$ cat config.mk
export PLATFORM = sky130hd
export DESIGN_NAME = emergency_preemption_sequencer_top
export DESIGN_NICKNAME = d
export VERILOG_FILES = /design/src/rtl/core/eps_pkg.sv /design/src/rtl/core/eps_regs.sv /design/src/rtl/core/emergency_preemption_sequencer_top.sv
export SDC_FILE = /design/constraint.sdc
export NUM_CORES = 1
export LEC_CHECK = 0
export BUFFER_PORTS_ARGS = -buffer_cell sky130_fd_sc_hd__buf_4
export CAP_MARGIN = 20
export CORE_ASPECT_RATIO = 1.5
export CORE_UTILIZATION = 35
export DETAILED_ROUTE_END_ITERATION = 12
export PLACE_DENSITY = 0.58
export SYNTH_ARGS = -nofsm -noshare
export SYNTH_HDL_FRONTEND = slang
export SYNTH_HIERARCHICAL = 1
export SYNTH_SLANG_ARGS = --single-unit
$ cat constraint.sdc
create_clock -name clk -period 3.35 [get_ports clk]
set_input_delay 0.1675 -clock clk [delete_from_list [all_inputs] [get_ports clk]]
set_output_delay 0.1675 -clock clk [all_outputs]
set_load 0.03 [all_outputs]
$ cat src/rtl/core/eps_pkg.sv
// shared types, constants and lamp helpers for the emergency preemption sequencer
`default_nettype none

package eps_pkg;

  localparam int LANES      = 4;
  localparam int LAMP_W     = 12;
  localparam int LAMP_LANES = (LANES < LAMP_W / 3) ? LANES : LAMP_W / 3;
  localparam int DUR_W      = 16;
  localparam int ADDR_W     = 5;
  localparam int DATA_W     = 32;

  // register indexes on the configuration port
  localparam logic [2:0] REG_ENTRY_YELLOW = 3'd0;
  localparam logic [2:0] REG_ENTRY_CLEAR  = 3'd1;
  localparam logic [2:0] REG_HOLD         = 3'd2;
  localparam logic [2:0] REG_EXIT_YELLOW  = 3'd3;
  localparam logic [2:0] REG_EXIT_CLEAR   = 3'd4;
  localparam logic [2:0] REG_EXIT_PREP    = 3'd5;

  localparam logic [DUR_W-1:0] RST_ENTRY_YELLOW = 16'd1000;
  localparam logic [DUR_W-1:0] RST_ENTRY_CLEAR  = 16'd200;
  localparam logic [DUR_W-1:0] RST_HOLD         = 16'd5000;
  localparam logic [DUR_W-1:0] RST_EXIT_YELLOW  = 16'd3000;
  localparam logic [DUR_W-1:0] RST_EXIT_CLEAR   = 16'd500;
  localparam logic [DUR_W-1:0] RST_EXIT_PREP    = 16'd1000;

  // lamp phase codes
  localparam logic [1:0] LP_RED       = 2'd0;
  localparam logic [1:0] LP_YELLOW    = 2'd1;
  localparam logic [1:0] LP_YEL_GREEN = 2'd2;
  localparam logic [1:0] LP_GREEN     = 2'd3;

  // request codes
  localparam logic REQ_TICK    = 1'b0;
  localparam logic REQ_TRIGGER = 1'b1;

  typedef enum logic [3:0] {
    PH_IDLE        = 4'd0,
    PH_OLD_YEL     = 4'd1,
    PH_ENTRY_CLEAR = 4'd2,
    PH_EMERG_PREP  = 4'd3,
    PH_HOLD        = 4'd4,
    PH_EXIT_YEL    = 4'd5,
    PH_EXIT_CLEAR  = 4'd6,
    PH_EXIT_PREP   = 4'd7
  } seq_phase_t;

  typedef struct packed {
    logic       req_type;
    logic [1:0] emerg_lane;
    logic [1:0] normal_lane;
    logic [1:0] normal_phase;
  } in_item_t;

  typedef struct packed {
    logic [LAMP_W-1:0] lamps;
    logic [1:0]        shown_lane;
    logic [1:0]        shown_phase;
    logic              override_active;
    logic              sequence_done;
  } out_item_t;

  typedef struct packed {
    logic [DUR_W-1:0] entry_yellow_ms;
    logic [DUR_W-1:0] entry_clear_ms;
    logic [DUR_W-1:0] hold_ms;
    logic [DUR_W-1:0] exit_yellow_ms;
    logic [DUR_W-1:0] exit_clear_ms;
    logic [DUR_W-1:0] exit_prep_ms;
  } dur_cfg_t;

  // a zero duration behaves as one tick
  function automatic logic [DUR_W-1:0] dur(input logic [DUR_W-1:0] r);
    return (r == '0) ? DUR_W'(1) : r;
  endfunction

  // named lane in its phase, every other lane red; with all_red set, every lane red
  function automatic logic [LAMP_W-1:0] lamp_word(input logic [1:0] lane,
                                                  input logic [1:0] ph,
                                                  input logic       all_red);
    logic [LAMP_W-1:0] w;
    w = '0;
    for (int i = 0; i < LAMP_LANES; i++) begin
      if (!all_red && (2'(i) == lane)) begin
        case (ph)
          LP_GREEN: w[3*i +: 3] = 3'b100;
          LP_RED:   w[3*i +: 3] = 3'b001;
          default:  w[3*i +: 3] = 3'b010;
        endcase
      end else begin
        w[3*i +: 3] = 3'b001;
      end
    end
    return w;
  endfunction

  function automatic out_item_t show_item(input seq_phase_t ph,
                                          input logic [1:0] saved_lane,
                                          input logic [1:0] emerg_lane);
    out_item_t  o;
    logic [1:0] lane;
    logic [1:0] lp;
    logic       all_red;
    all_red = 1'b0;
    case (ph)
      PH_OLD_YEL: begin
        lane = saved_lane; lp = LP_YELLOW;
      end
      PH_ENTRY_CLEAR: begin
        lane = saved_lane; lp = LP_RED; all_red = 1'b1;
      end
      PH_EMERG_PREP: begin
        lane = emerg_lane; lp = LP_YEL_GREEN;
      end
      PH_HOLD: begin
        lane = emerg_lane; lp = LP_GREEN;
      end
      PH_EXIT_YEL: begin
        lane = emerg_lane; lp = LP_YELLOW;
      end
      PH_EXIT_CLEAR: begin
        lane = emerg_lane; lp = LP_RED; all_red = 1'b1;
      end
      default: begin
        lane = saved_lane; lp = LP_YEL_GREEN;
      end
    endcase
    o.lamps           = lamp_word(lane, lp, all_red);
    o.shown_lane      = lane;
    o.shown_phase     = lp;
    o.override_active = 1'b1;
    o.sequence_done   = 1'b0;
    return o;
  endfunction

endpackage

`default_nettype wire

$ cat src/rtl/core/eps_regs.sv
// configuration register file behind the apb-style port
`default_nettype none

module eps_regs
  import eps_pkg::*;
(
  input  wire logic              clk,
  input  wire logic              rst_n,
  input  wire logic              psel,
  input  wire logic              penable,
  input  wire logic              pwrite,
  input  wire logic [ADDR_W-1:0] paddr,
  input  wire logic [DATA_W-1:0] pwdata,
  output logic      [DATA_W-1:0] prdata,
  output logic                   pready,
  output dur_cfg_t               cfg
);

  dur_cfg_t   cfg_r;
  logic [2:0] idx;
  logic       wr_en;
  logic [DUR_W-1:0] rd_val;

  assign idx    = paddr[ADDR_W-1:2];
  assign pready = 1'b1;
  assign wr_en  = psel & penable & pwrite & pready;

  always_ff @(posedge clk) begin
    if (!rst_n) begin
      cfg_r.entry_yellow_ms <= RST_ENTRY_YELLOW;
      cfg_r.entry_clear_ms  <= RST_ENTRY_CLEAR;
      cfg_r.hold_ms         <= RST_HOLD;
      cfg_r.exit_yellow_ms  <= RST_EXIT_YELLOW;
      cfg_r.exit_clear_ms   <= RST_EXIT_CLEAR;
      cfg_r.exit_prep_ms    <= RST_EXIT_PREP;
    end else if (wr_en) begin
      case (idx)
        REG_ENTRY_YELLOW: cfg_r.entry_yellow_ms <= pwdata[DUR_W-1:0];
        REG_ENTRY_CLEAR:  cfg_r.entry_clear_ms  <= pwdata[DUR_W-1:0];
        REG_HOLD:         cfg_r.hold_ms         <= pwdata[DUR_W-1:0];
        REG_EXIT_YELLOW:  cfg_r.exit_yellow_ms  <= pwdata[DUR_W-1:0];
        REG_EXIT_CLEAR:   cfg_r.exit_clear_ms   <= pwdata[DUR_W-1:0];
        REG_EXIT_PREP:    cfg_r.exit_prep_ms    <= pwdata[DUR_W-1:0];
        default: ;
      endcase
    end
  end

  always_comb begin
    case (idx)
      REG_ENTRY_YELLOW: rd_val = cfg_r.entry_yellow_ms;
      REG_ENTRY_CLEAR:  rd_val = cfg_r.entry_clear_ms;
      REG_HOLD:         rd_val = cfg_r.hold_ms;
      REG_EXIT_YELLOW:  rd_val = cfg_r.exit_yellow_ms;
      REG_EXIT_CLEAR:   rd_val = cfg_r.exit_clear_ms;
      REG_EXIT_PREP:    rd_val = cfg_r.exit_prep_ms;
      default:          rd_val = '0;
    endcase
  end

  assign prdata = {{(DATA_W-DUR_W){1'b0}}, rd_val};
  assign cfg    = cfg_r;

endmodule

`default_nettype wire

$ cat src/rtl/core/emergency_preemption_sequencer_top.sv
// top level: emergency preemption state machine with registered result
// each input transfer writes its result into the output register
// throughput: one item per cycle while in_stall is low; the state machine updates in the transfer cycle
// in_stall rises only while a finished result sits in the output register and out_stall is high
// reset (rst_n low, synchronous): sequencer idle, timer and saved lanes zero, no pending
// trigger, output register empty, duration registers back to their default values
`default_nettype none

module emergency_preemption_sequencer_top
  import eps_pkg::*;
(
  input  wire logic              clk,
  input  wire logic              rst_n,
  // item input channel
  input  wire logic              in_valid,
  output logic                   in_stall,
  input  wire in_item_t          in_data,
  // result channel
  output logic                   out_valid,
  input  wire logic              out_stall,
  output out_item_t              out_data,
  // configuration port
  input  wire logic              cfg_psel,
  input  wire logic              cfg_penable,
  input  wire logic              cfg_pwrite,
  input  wire logic [ADDR_W-1:0] cfg_paddr,
  input  wire logic [DATA_W-1:0] cfg_pwdata,
  output logic      [DATA_W-1:0] cfg_prdata,
  output logic                   cfg_pready
);

  dur_cfg_t cfg;

  eps_regs u_regs (
    .clk     (clk),
    .rst_n   (rst_n),
    .psel    (cfg_psel),
    .penable (cfg_penable),
    .pwrite  (cfg_pwrite),
    .paddr   (cfg_paddr),
    .pwdata  (cfg_pwdata),
    .prdata  (cfg_prdata),
    .pready  (cfg_pready),
    .cfg     (cfg)
  );

  // sequencer state
  seq_phase_t       phase_r, phase_nxt;
  logic [DUR_W-1:0] timer_r, timer_nxt;
  logic [1:0]       saved_lane_r, saved_lane_nxt;
  logic [1:0]       saved_phase_r, saved_phase_nxt;
  logic [1:0]       emerg_lane_r, emerg_lane_nxt;
  logic             direct_r, direct_nxt;
  logic             pend_r, pend_nxt;
  logic [1:0]       pend_lane_r, pend_lane_nxt;

  // output register
  logic      out_valid_r, out_valid_nxt;
  out_item_t out_data_r, out_data_nxt;

  logic in_fire;
  logic trig;

  // the output register frees itself when its result is taken, so a new item
  // may transfer in the same cycle as the old result leaves
  assign in_stall = out_valid_r & out_stall;
  assign in_fire  = in_valid & ~in_stall;
  assign trig     = (in_data.req_type == REQ_TRIGGER);

  always_ff @(posedge clk) begin
    if (!rst_n) begin
      phase_r       <= PH_IDLE;
      timer_r       <= '0;
      saved_lane_r  <= '0;
      saved_phase_r <= '0;
      emerg_lane_r  <= '0;
      direct_r      <= 1'b0;
      pend_r        <= 1'b0;
      pend_lane_r   <= '0;
      out_valid_r   <= 1'b0;
    end else begin
      phase_r       <= phase_nxt;
      timer_r       <= timer_nxt;
      saved_lane_r  <= saved_lane_nxt;
      saved_phase_r <= saved_phase_nxt;
      emerg_lane_r  <= emerg_lane_nxt;
      direct_r      <= direct_nxt;
      pend_r        <= pend_nxt;
      pend_lane_r   <= pend_lane_nxt;
      out_valid_r   <= out_valid_nxt;
    end
  end

  // payload register needs no reset
  always_ff @(posedge clk) begin
    out_data_r <= out_data_nxt;
  end

  always_comb begin
    logic [1:0] st_lane;
    logic [1:0] st_phase;
    logic [1:0] st_emerg;
    logic       do_start;
    logic       done;
    logic [1:0] done_ph;
    logic       st_direct;

    phase_nxt       = phase_r;
    timer_nxt       = timer_r;
    saved_lane_nxt  = saved_lane_r;
    saved_phase_nxt = saved_phase_r;
    emerg_lane_nxt  = emerg_lane_r;
    direct_nxt      = direct_r;
    pend_nxt        = pend_r;
    pend_lane_nxt   = pend_lane_r;
    out_data_nxt    = out_data_r;
    out_valid_nxt   = out_valid_r & out_stall;

    do_start  = 1'b0;
    done      = 1'b0;
    st_lane   = in_data.normal_lane;
    st_phase  = in_data.normal_phase;
    st_emerg  = in_data.emerg_lane;
    st_direct = 1'b0;
    done_ph   = direct_r ? saved_phase_r : LP_GREEN;

    if (in_fire) begin
      if (phase_r == PH_IDLE) begin
        // idle: a trigger starts a sequence, a tick leaves the sequencer idle
        do_start = trig;
      end else if (trig) begin
        // trigger during a sequence: remember the latest lane only
        pend_nxt      = 1'b1;
        pend_lane_nxt = in_data.emerg_lane;
      end else if (timer_r > DUR_W'(1)) begin
        timer_nxt = timer_r - DUR_W'(1);
      end else begin
        // timer expired: advance to the next phase, or back to idle
        timer_nxt = '0;
        case (phase_r)
          PH_OLD_YEL: begin
            phase_nxt = PH_ENTRY_CLEAR; timer_nxt = dur(cfg.entry_clear_ms);
          end
          PH_ENTRY_CLEAR: begin
            phase_nxt = PH_EMERG_PREP; timer_nxt = dur(cfg.entry_yellow_ms);
          end
          PH_EMERG_PREP: begin
            phase_nxt = PH_HOLD; timer_nxt = dur(cfg.hold_ms);
          end
          PH_HOLD: begin
            if (!direct_r) begin
              phase_nxt = PH_EXIT_YEL; timer_nxt = dur(cfg.exit_yellow_ms);
            end else begin
              phase_nxt = PH_IDLE;
            end
          end
          PH_EXIT_YEL: begin
            phase_nxt = PH_EXIT_CLEAR; timer_nxt = dur(cfg.exit_clear_ms);
          end
          PH_EXIT_CLEAR: begin
            phase_nxt = PH_EXIT_PREP; timer_nxt = dur(cfg.exit_prep_ms);
          end
          default: phase_nxt = PH_IDLE;
        endcase
        if (phase_nxt == PH_IDLE) begin
          if (pend_r) begin
            // chained sequence starts from the restored lane in green
            pend_nxt = 1'b0;
            do_start = 1'b1;
            st_lane  = saved_lane_r;
            st_phase = LP_GREEN;
            st_emerg = pend_lane_r;
          end else begin
            done = 1'b1;
          end
        end
      end

      if (do_start) begin
        st_direct       = (st_lane == st_emerg) && (st_phase == LP_GREEN);
        saved_lane_nxt  = st_lane;
        saved_phase_nxt = st_phase;
        emerg_lane_nxt  = st_emerg;
        direct_nxt      = st_direct;
        if (st_direct) begin
          phase_nxt = PH_HOLD;        timer_nxt = dur(cfg.hold_ms);
        end else if (st_phase == LP_GREEN || st_phase == LP_YEL_GREEN) begin
          phase_nxt = PH_OLD_YEL;     timer_nxt = dur(cfg.entry_yellow_ms);
        end else begin
          phase_nxt = PH_ENTRY_CLEAR; timer_nxt = dur(cfg.entry_clear_ms);
        end
      end

      // result reflects the state after this item
      if (phase_nxt != PH_IDLE) begin
        out_data_nxt = show_item(phase_nxt, saved_lane_nxt, emerg_lane_nxt);
      end else if (done) begin
        out_data_nxt.lamps           = lamp_word(saved_lane_r, done_ph, 1'b0);
        out_data_nxt.shown_lane      = saved_lane_r;
        out_data_nxt.shown_phase     = done_ph;
        out_data_nxt.override_active = 1'b0;
        out_data_nxt.sequence_done   = 1'b1;
      end else begin
        out_data_nxt = '0;
      end
      out_valid_nxt = 1'b1;
    end
  end

  assign out_valid = out_valid_r;
  assign out_data  = out_data_r;

endmodule

`default_nettype wire

==> reports/qor.txt, run 1 <==
cell depth of the worst min-delay path - 3
Mean Syn Cell Area - 8.60 um2
vias in the first global route - 8,001
Final TNS setup - 0 ps
Worst path slowest cell - o31a_1
Layout area overhead - 17.5%
most frequent cells in the layout - 141 x nand2_1, 127 x dfxtp_1, 119 x buf_4, 108 x mux2i_1, 56 x o21ai_0
Clock Pin Slew Worst Setup and Hold Paths - 60 ps
Buf+Inv Stages, Crit Path - 1
CP max FO - 9
clk root buf - clkbuf_16
Min-Delay Path Class - in -> reg
Final Critical Period - 3110 ps
Port Buffers - 68
GPL Wtd Cong - 0.883
H-tree level count - 4
Hold Slack - 19.6 ps
num ports - 104
Max IR drop VDD - 0.000408 V
worst hold path startpoint - cfg_pwdata[9]
drt wl/cell - 20.5 um
routed vias - 8,444
Yosys warnings - 6
status - finished with violations
Setup crit end kind - register
gr ovfl total - 0
commonest non-fill, non-tap cell in the layout - nand2_1
Clk Latency, worst-skew pair - 440 ps
Least-Margin Pin Slew - 1140 ps
All-Layer GR Usage - 22.6%
Seq/Total Area, Yosys - 34.7%
initial DRC count - 896
setup slack at placement - 129 ps
CTS Sinks - 145
Antenna Nets Post-Route - 0
slew margin rel. - 24.0%
Worst EP arrival - 3290 ps
first-pass GRT wire length - 45.5 mm
Mapped Cells - 1,033
Worst Reg-to-Reg Cells - 9
Worst path top cell family by delay - compound AO/OA/AOI/OAI gates
highest cell delay on the worst timing path - 400 ps
FMAX - 321 MHz
Die X-Extent - 132 um
Synth async-reset ratio - 0%
WL final - 29.3 mm
static leakage - 4.21 nW
violated checks - DRC
stages on the worst setup path - 9
area of the mapped netlist - 0.00888 mm2
Post-synth EDFFs - 18
RSZ-0062 raised after global routing - false
floorplan row count - 71
max cap viols - 0
share of cells above drive strength 1 - 18.4%
Initial Util - 35.6%
critical-path cell list - nor4_2 > nand4_1 > o31a_1 > a211oi_2 > buf_4 > nand3_1 > a21oi_1 > nor2_1 > o41a_1
Power Total - 5.48 mW
layout net count - 1,150
post-synth cell types - 77
# DRC - 1
die footprint - 0.0260 mm2
CP Launch Type - register
DPL Wire Length - 20.8 mm
Worst Skew - 8.02 ps
antenna diode count - 0
Die Ht - 197 um
Fin. Hold Viols - 0
final setup fails - 0
Worst Setup Slack, final - 236 ps
FF-to-FF setup slack - 240 ps
Reg-to-Reg End - out_data[9]
Core ar. - 0.0250 mm2
Worst EP required - 3530 ps
total of flip-flops plus latches after synthesis - 145
vias per cell - 5.89
CTS tree - done
Hold EP - u_regs/cfg[89]
TritonRoute pass-1 iters - 10
Reg-to-Reg Start - timer_r[4]
period utilization - 92.9%
Final Max Tran Viols - 0
largest net degree at the start of global routing - 130
CTS buffer count - 17
initial antenna violation count - 0
critical path type - reg -> reg
Primary FF master, synth - dfxtp_1
CTS Buffer Depth - 2
Power Dens Cells - 525 mW/mm2
==> worst reg2reg max path, cell delays in order (launching register included) <==
cell	delay, ps
dfxtp_1	380
nor4_2	380
nand4_1	320
o31a_1	400
a211oi_2	240
buf_4	200
nand3_1	100
a21oi_1	300
nor2_1	140
o41a_1	380
==> cells by family after synthesis <==
kind of cell    count (synthesis)  synth area share [%]
xor+xnor                       13                  1.28
buf+inv                       117                  6.40
flops                         145                  34.7
mux                           138                  16.0
fa+ha+maj                       6                 0.845
compound gates                274                  21.5
simple gates                  338                  19.2
other cells                     2                0.0846
==> what timing repair did <==
item / 4_1_cts / 5_1_grt
buffers inserted: 0 / 0
endpoints found under the setup margin: 0 / 2
gates resized for setup: 0 / 2
endpoints found under the hold margin: 5 / 0
hold buffers: 4 / 0
==> synth_stat cells (10+ instances only) <==
library cell,instances,area share [%]
nand2_1,141,6.0
dfxtp_1,127,29
mux2i_1,108,12
clkbuf_1,60,2.5
o21ai_0,56,3.2
a21oi_1,42,2.4
nor2_1,34,1.4
mux2_2,29,3.7
nand3_1,28,1.6
nor4_1,28,2.0
o211ai_1,27,2.3
a22oi_1,25,2.1
nor3_1,25,1.4
nor2b_1,23,1.6
a222oi_1,21,2.4
buf_4,19,1.6
inv_1,19,0.80
edfxtp_1,18,6.1
a31oi_1,12,0.85
a221oi_1,11,1.1
nand2b_1,11,0.77
buf_2,10,0.56
==> stage by stage <==
| stage | cells | utilization, % | instance area, um2 |
|---|---|---|---|
| 6_report | 1433 | 41.8 | 10400 |
| 5_1_grt | 1433 | 41.8 | 10400 |
| 4_1_cts | 1433 | 41.7 | 10400 |
| 3_5_place_dp | 1398 | 39.2 | 9780 |
| 3_3_place_gp | 1398 | 39.2 | 9780 |
| 2_1_floorplan | 1048 | - | 8940 |
==> sequential cells by signal, indices dropped and copies added, names as in the netlist, 2 cells and up <==
register	cells
saved_phase_r	2
u_regs/cfg	96
out_data	18
saved_lane_r	2
timer_r	16
phase_r	4
pend_lane_r	2
emerg_lane_r	2
==> where the power goes <==
part           internal, mW  leakage (nW)  total (mW)  switching [mW]
Sequential             1.86          1.21        1.94          0.0840
Combinational         0.627          2.73        1.58           0.954
Clock                  1.16         0.280        1.95           0.793
Total                  3.65          4.21        5.48            1.83
==> routing by layer <==
metal	track usage, %	routed length [um]	vias to the layer above
met3	4.03	1800	79
met5	0	0	-
li1	-	-	3963
met1	26.0	11800	4047
met4	10.3	1010	0
met2	40.5	14700	355
==> worst max-delay path by stage <==
stage | start | end | slack, ps
2_1_floorplan | timer_r[4] | out_data[9] | 6
3_3_place_gp | timer_r[4] | out_data[9] | 160
3_5_place_dp | timer_r[4] | out_data[9] | 130
4_1_cts | timer_r[4] | out_data[9] | 120
5_1_grt | timer_r[8] | out_data[9] | 50
6_report | timer_r[4] | out_data[9] | 240
==> area by class of cell <==
type / instances / area (um2)
repair buffers: 124 / 953
multi-input cells: 786 / 5320
fillers: 2501 / 14500
well taps: 328 / 410
clock inverters: 11 / 130
inverters: 19 / 71.3
clock buffers: 20 / 468
flip-flops and latches: 145 / 3080
Note: power is estimated with default switching activity, not from simulation.
==> run 2, diff against run 1 <==
Settings changed: CORE_UTILIZATION 35 to 46, PLACE_DENSITY 0.58 to 0.72.
==> reports/qor.txt, run 2 (synthesized netlist as in run 1, its figures left out) <==
status - complete, no violations
Die Ht - 172 um
most frequent cells in the layout - 141 x nand2_1, 127 x dfxtp_1, 126 x buf_4, 108 x mux2i_1, 56 x o21ai_0
Power Dens Cells - 523 mW/mm2
share of cells above drive strength 1 - 19.0%
Layout area overhead - 16.4%
CTS Buffer Depth - 2
first-pass GRT wire length - 45.3 mm
FMAX - 314 MHz
CTS Sinks - 145
initial DRC count - 1,035
CP Launch Type - register
slew margin rel. - 24.3%
routed vias - 8,700
CP max FO - 7
Antenna Nets Post-Route - 0
Max IR drop VDD - 0.000346 V
floorplan row count - 61
largest net degree at the start of global routing - 67
RSZ-0062 raised after global routing - false
Final Critical Period - 3180 ps
Final Max Tran Viols - 0
clk root buf - clkbuf_16
Initial Util - 47.5%
Fin. Hold Viols - 0
Port Buffers - 68
vias per cell - 6.39
# DRC - 0
critical path type - reg -> reg
Worst Skew - 9.07 ps
cell depth of the worst min-delay path - 3
vias in the first global route - 8,406
drt wl/cell - 21.4 um
Final TNS setup - 0 ps
commonest non-fill, non-tap cell in the layout - nand2_1
max cap viols - 0
Clock Pin Slew Worst Setup and Hold Paths - 60 ps
Clk Latency, worst-skew pair - 430 ps
Least-Margin Pin Slew - 1130 ps
gr ovfl total - 0
Min-Delay Path Class - in -> reg
Reg-to-Reg Start - timer_r[5]
TritonRoute pass-1 iters - 8
worst hold path startpoint - cfg_pwdata[3]
layout net count - 1,155
WL final - 29.1 mm
GPL Wtd Cong - 0.982
final setup fails - 0
Worst EP required - 3520 ps
antenna diode count - 0
CTS tree - done
die footprint - 0.0199 mm2
CTS buffer count - 17
Filler cells - 1,719
All-Layer GR Usage - 30.1%
setup slack at placement - 98.4 ps
Die X-Extent - 115 um
Power Total - 5.40 mW
num ports - 104
Largest register FFs - 96
static leakage - 4.23 nW
initial antenna violation count - 0
Core ar. - 0.0187 mm2
setup repair bufs after CTS - 0
Worst Setup Slack, final - 167 ps
Setup crit end kind - register
DPL Wire Length - 20.6 mm
period utilization - 95.0%
Worst Reg-to-Reg Cells - 8
H-tree level count - 4
crit path launch - timer_r[5]
Worst EP arrival - 3350 ps
[run 2: cell types whose count changed in the layout (fill, tap and decap cells not counted), sizes merged]
cell,previous run,this run
buf,120,127
bufinv,2,1
dlygate4sd3,4,2
clkinvlp,4,2
clkinv,4,1
inv,20,25
clkbuf,20,21
[run 2: final cells by class]
cell class	count	area [um2]	share of cell area (%)
clock inverters	10	100	0.969
multi-input cells	786	5330	51.5
clock buffers	21	452	4.37
flip-flops and latches	145	3080	29.8
inverters	19	71.3	0.690
well taps	252	315	3.05
repair buffers	129	986	9.54
[run 2: final timing paths]
path | to | slack, ps
max | out_data[9] | 170
min | u_regs/cfg[19] | 8
max reg2reg | out_data[9] | 170
min reg2reg | u_regs/cfg[0] | 490
[run 2: report_power, final]
group / leakage, nW / switching (mW) / internal, mW
Sequential: 1.21 / 0.0804 / 1.86
Combinational: 2.76 / 0.974 / 0.655
Clock: 0.269 / 0.780 / 1.05
[run 2: metrics by stage]
step | hold WS [ps] | cells | cell area (um2) | utilization, %
2_1_floorplan | 292 | 1048 | 8940 | -
3_3_place_gp | 382 | 1329 | 9740 | 52.1
5_1_grt | 13.7 | 1362 | 10300 | 55.3
6_report | 7.65 | 1362 | 10300 | 55.3
4_1_cts | 0.623 | 1362 | 10300 | 55.1
3_5_place_dp | 387 | 1329 | 9740 | 52.1
[run 2: routing by layer]
layer	vias up	routed length [um]	share of wire, %	track usage, %
met1	4014	10600	36	33.5
met4	0	2120	7.3	21.2
met3	163	2370	8.1	5.47
met2	550	14100	48	51.2
met5	-	0	0	0
li1	3973	-	-	-
[run 2: what timing repair did]
| action | 4_1_cts | 5_1_grt |
|---|---|---|
| hold buffers | 2 | 0 |
| gates resized for setup | 0 | 4 |
| endpoints found under the setup margin | 0 | 4 |
| hold endpoints to repair | 2 | 0 |
[run 2: critical path, stage by stage, from the launching register on]
cell      delay (ps)
dfxtp_1          370
or4_4            570
nor4_4           360
a21boi_2         120
or4_4            540
a21oi_2          140
nor3_2            60
mux2_4           340
o41a_1           420
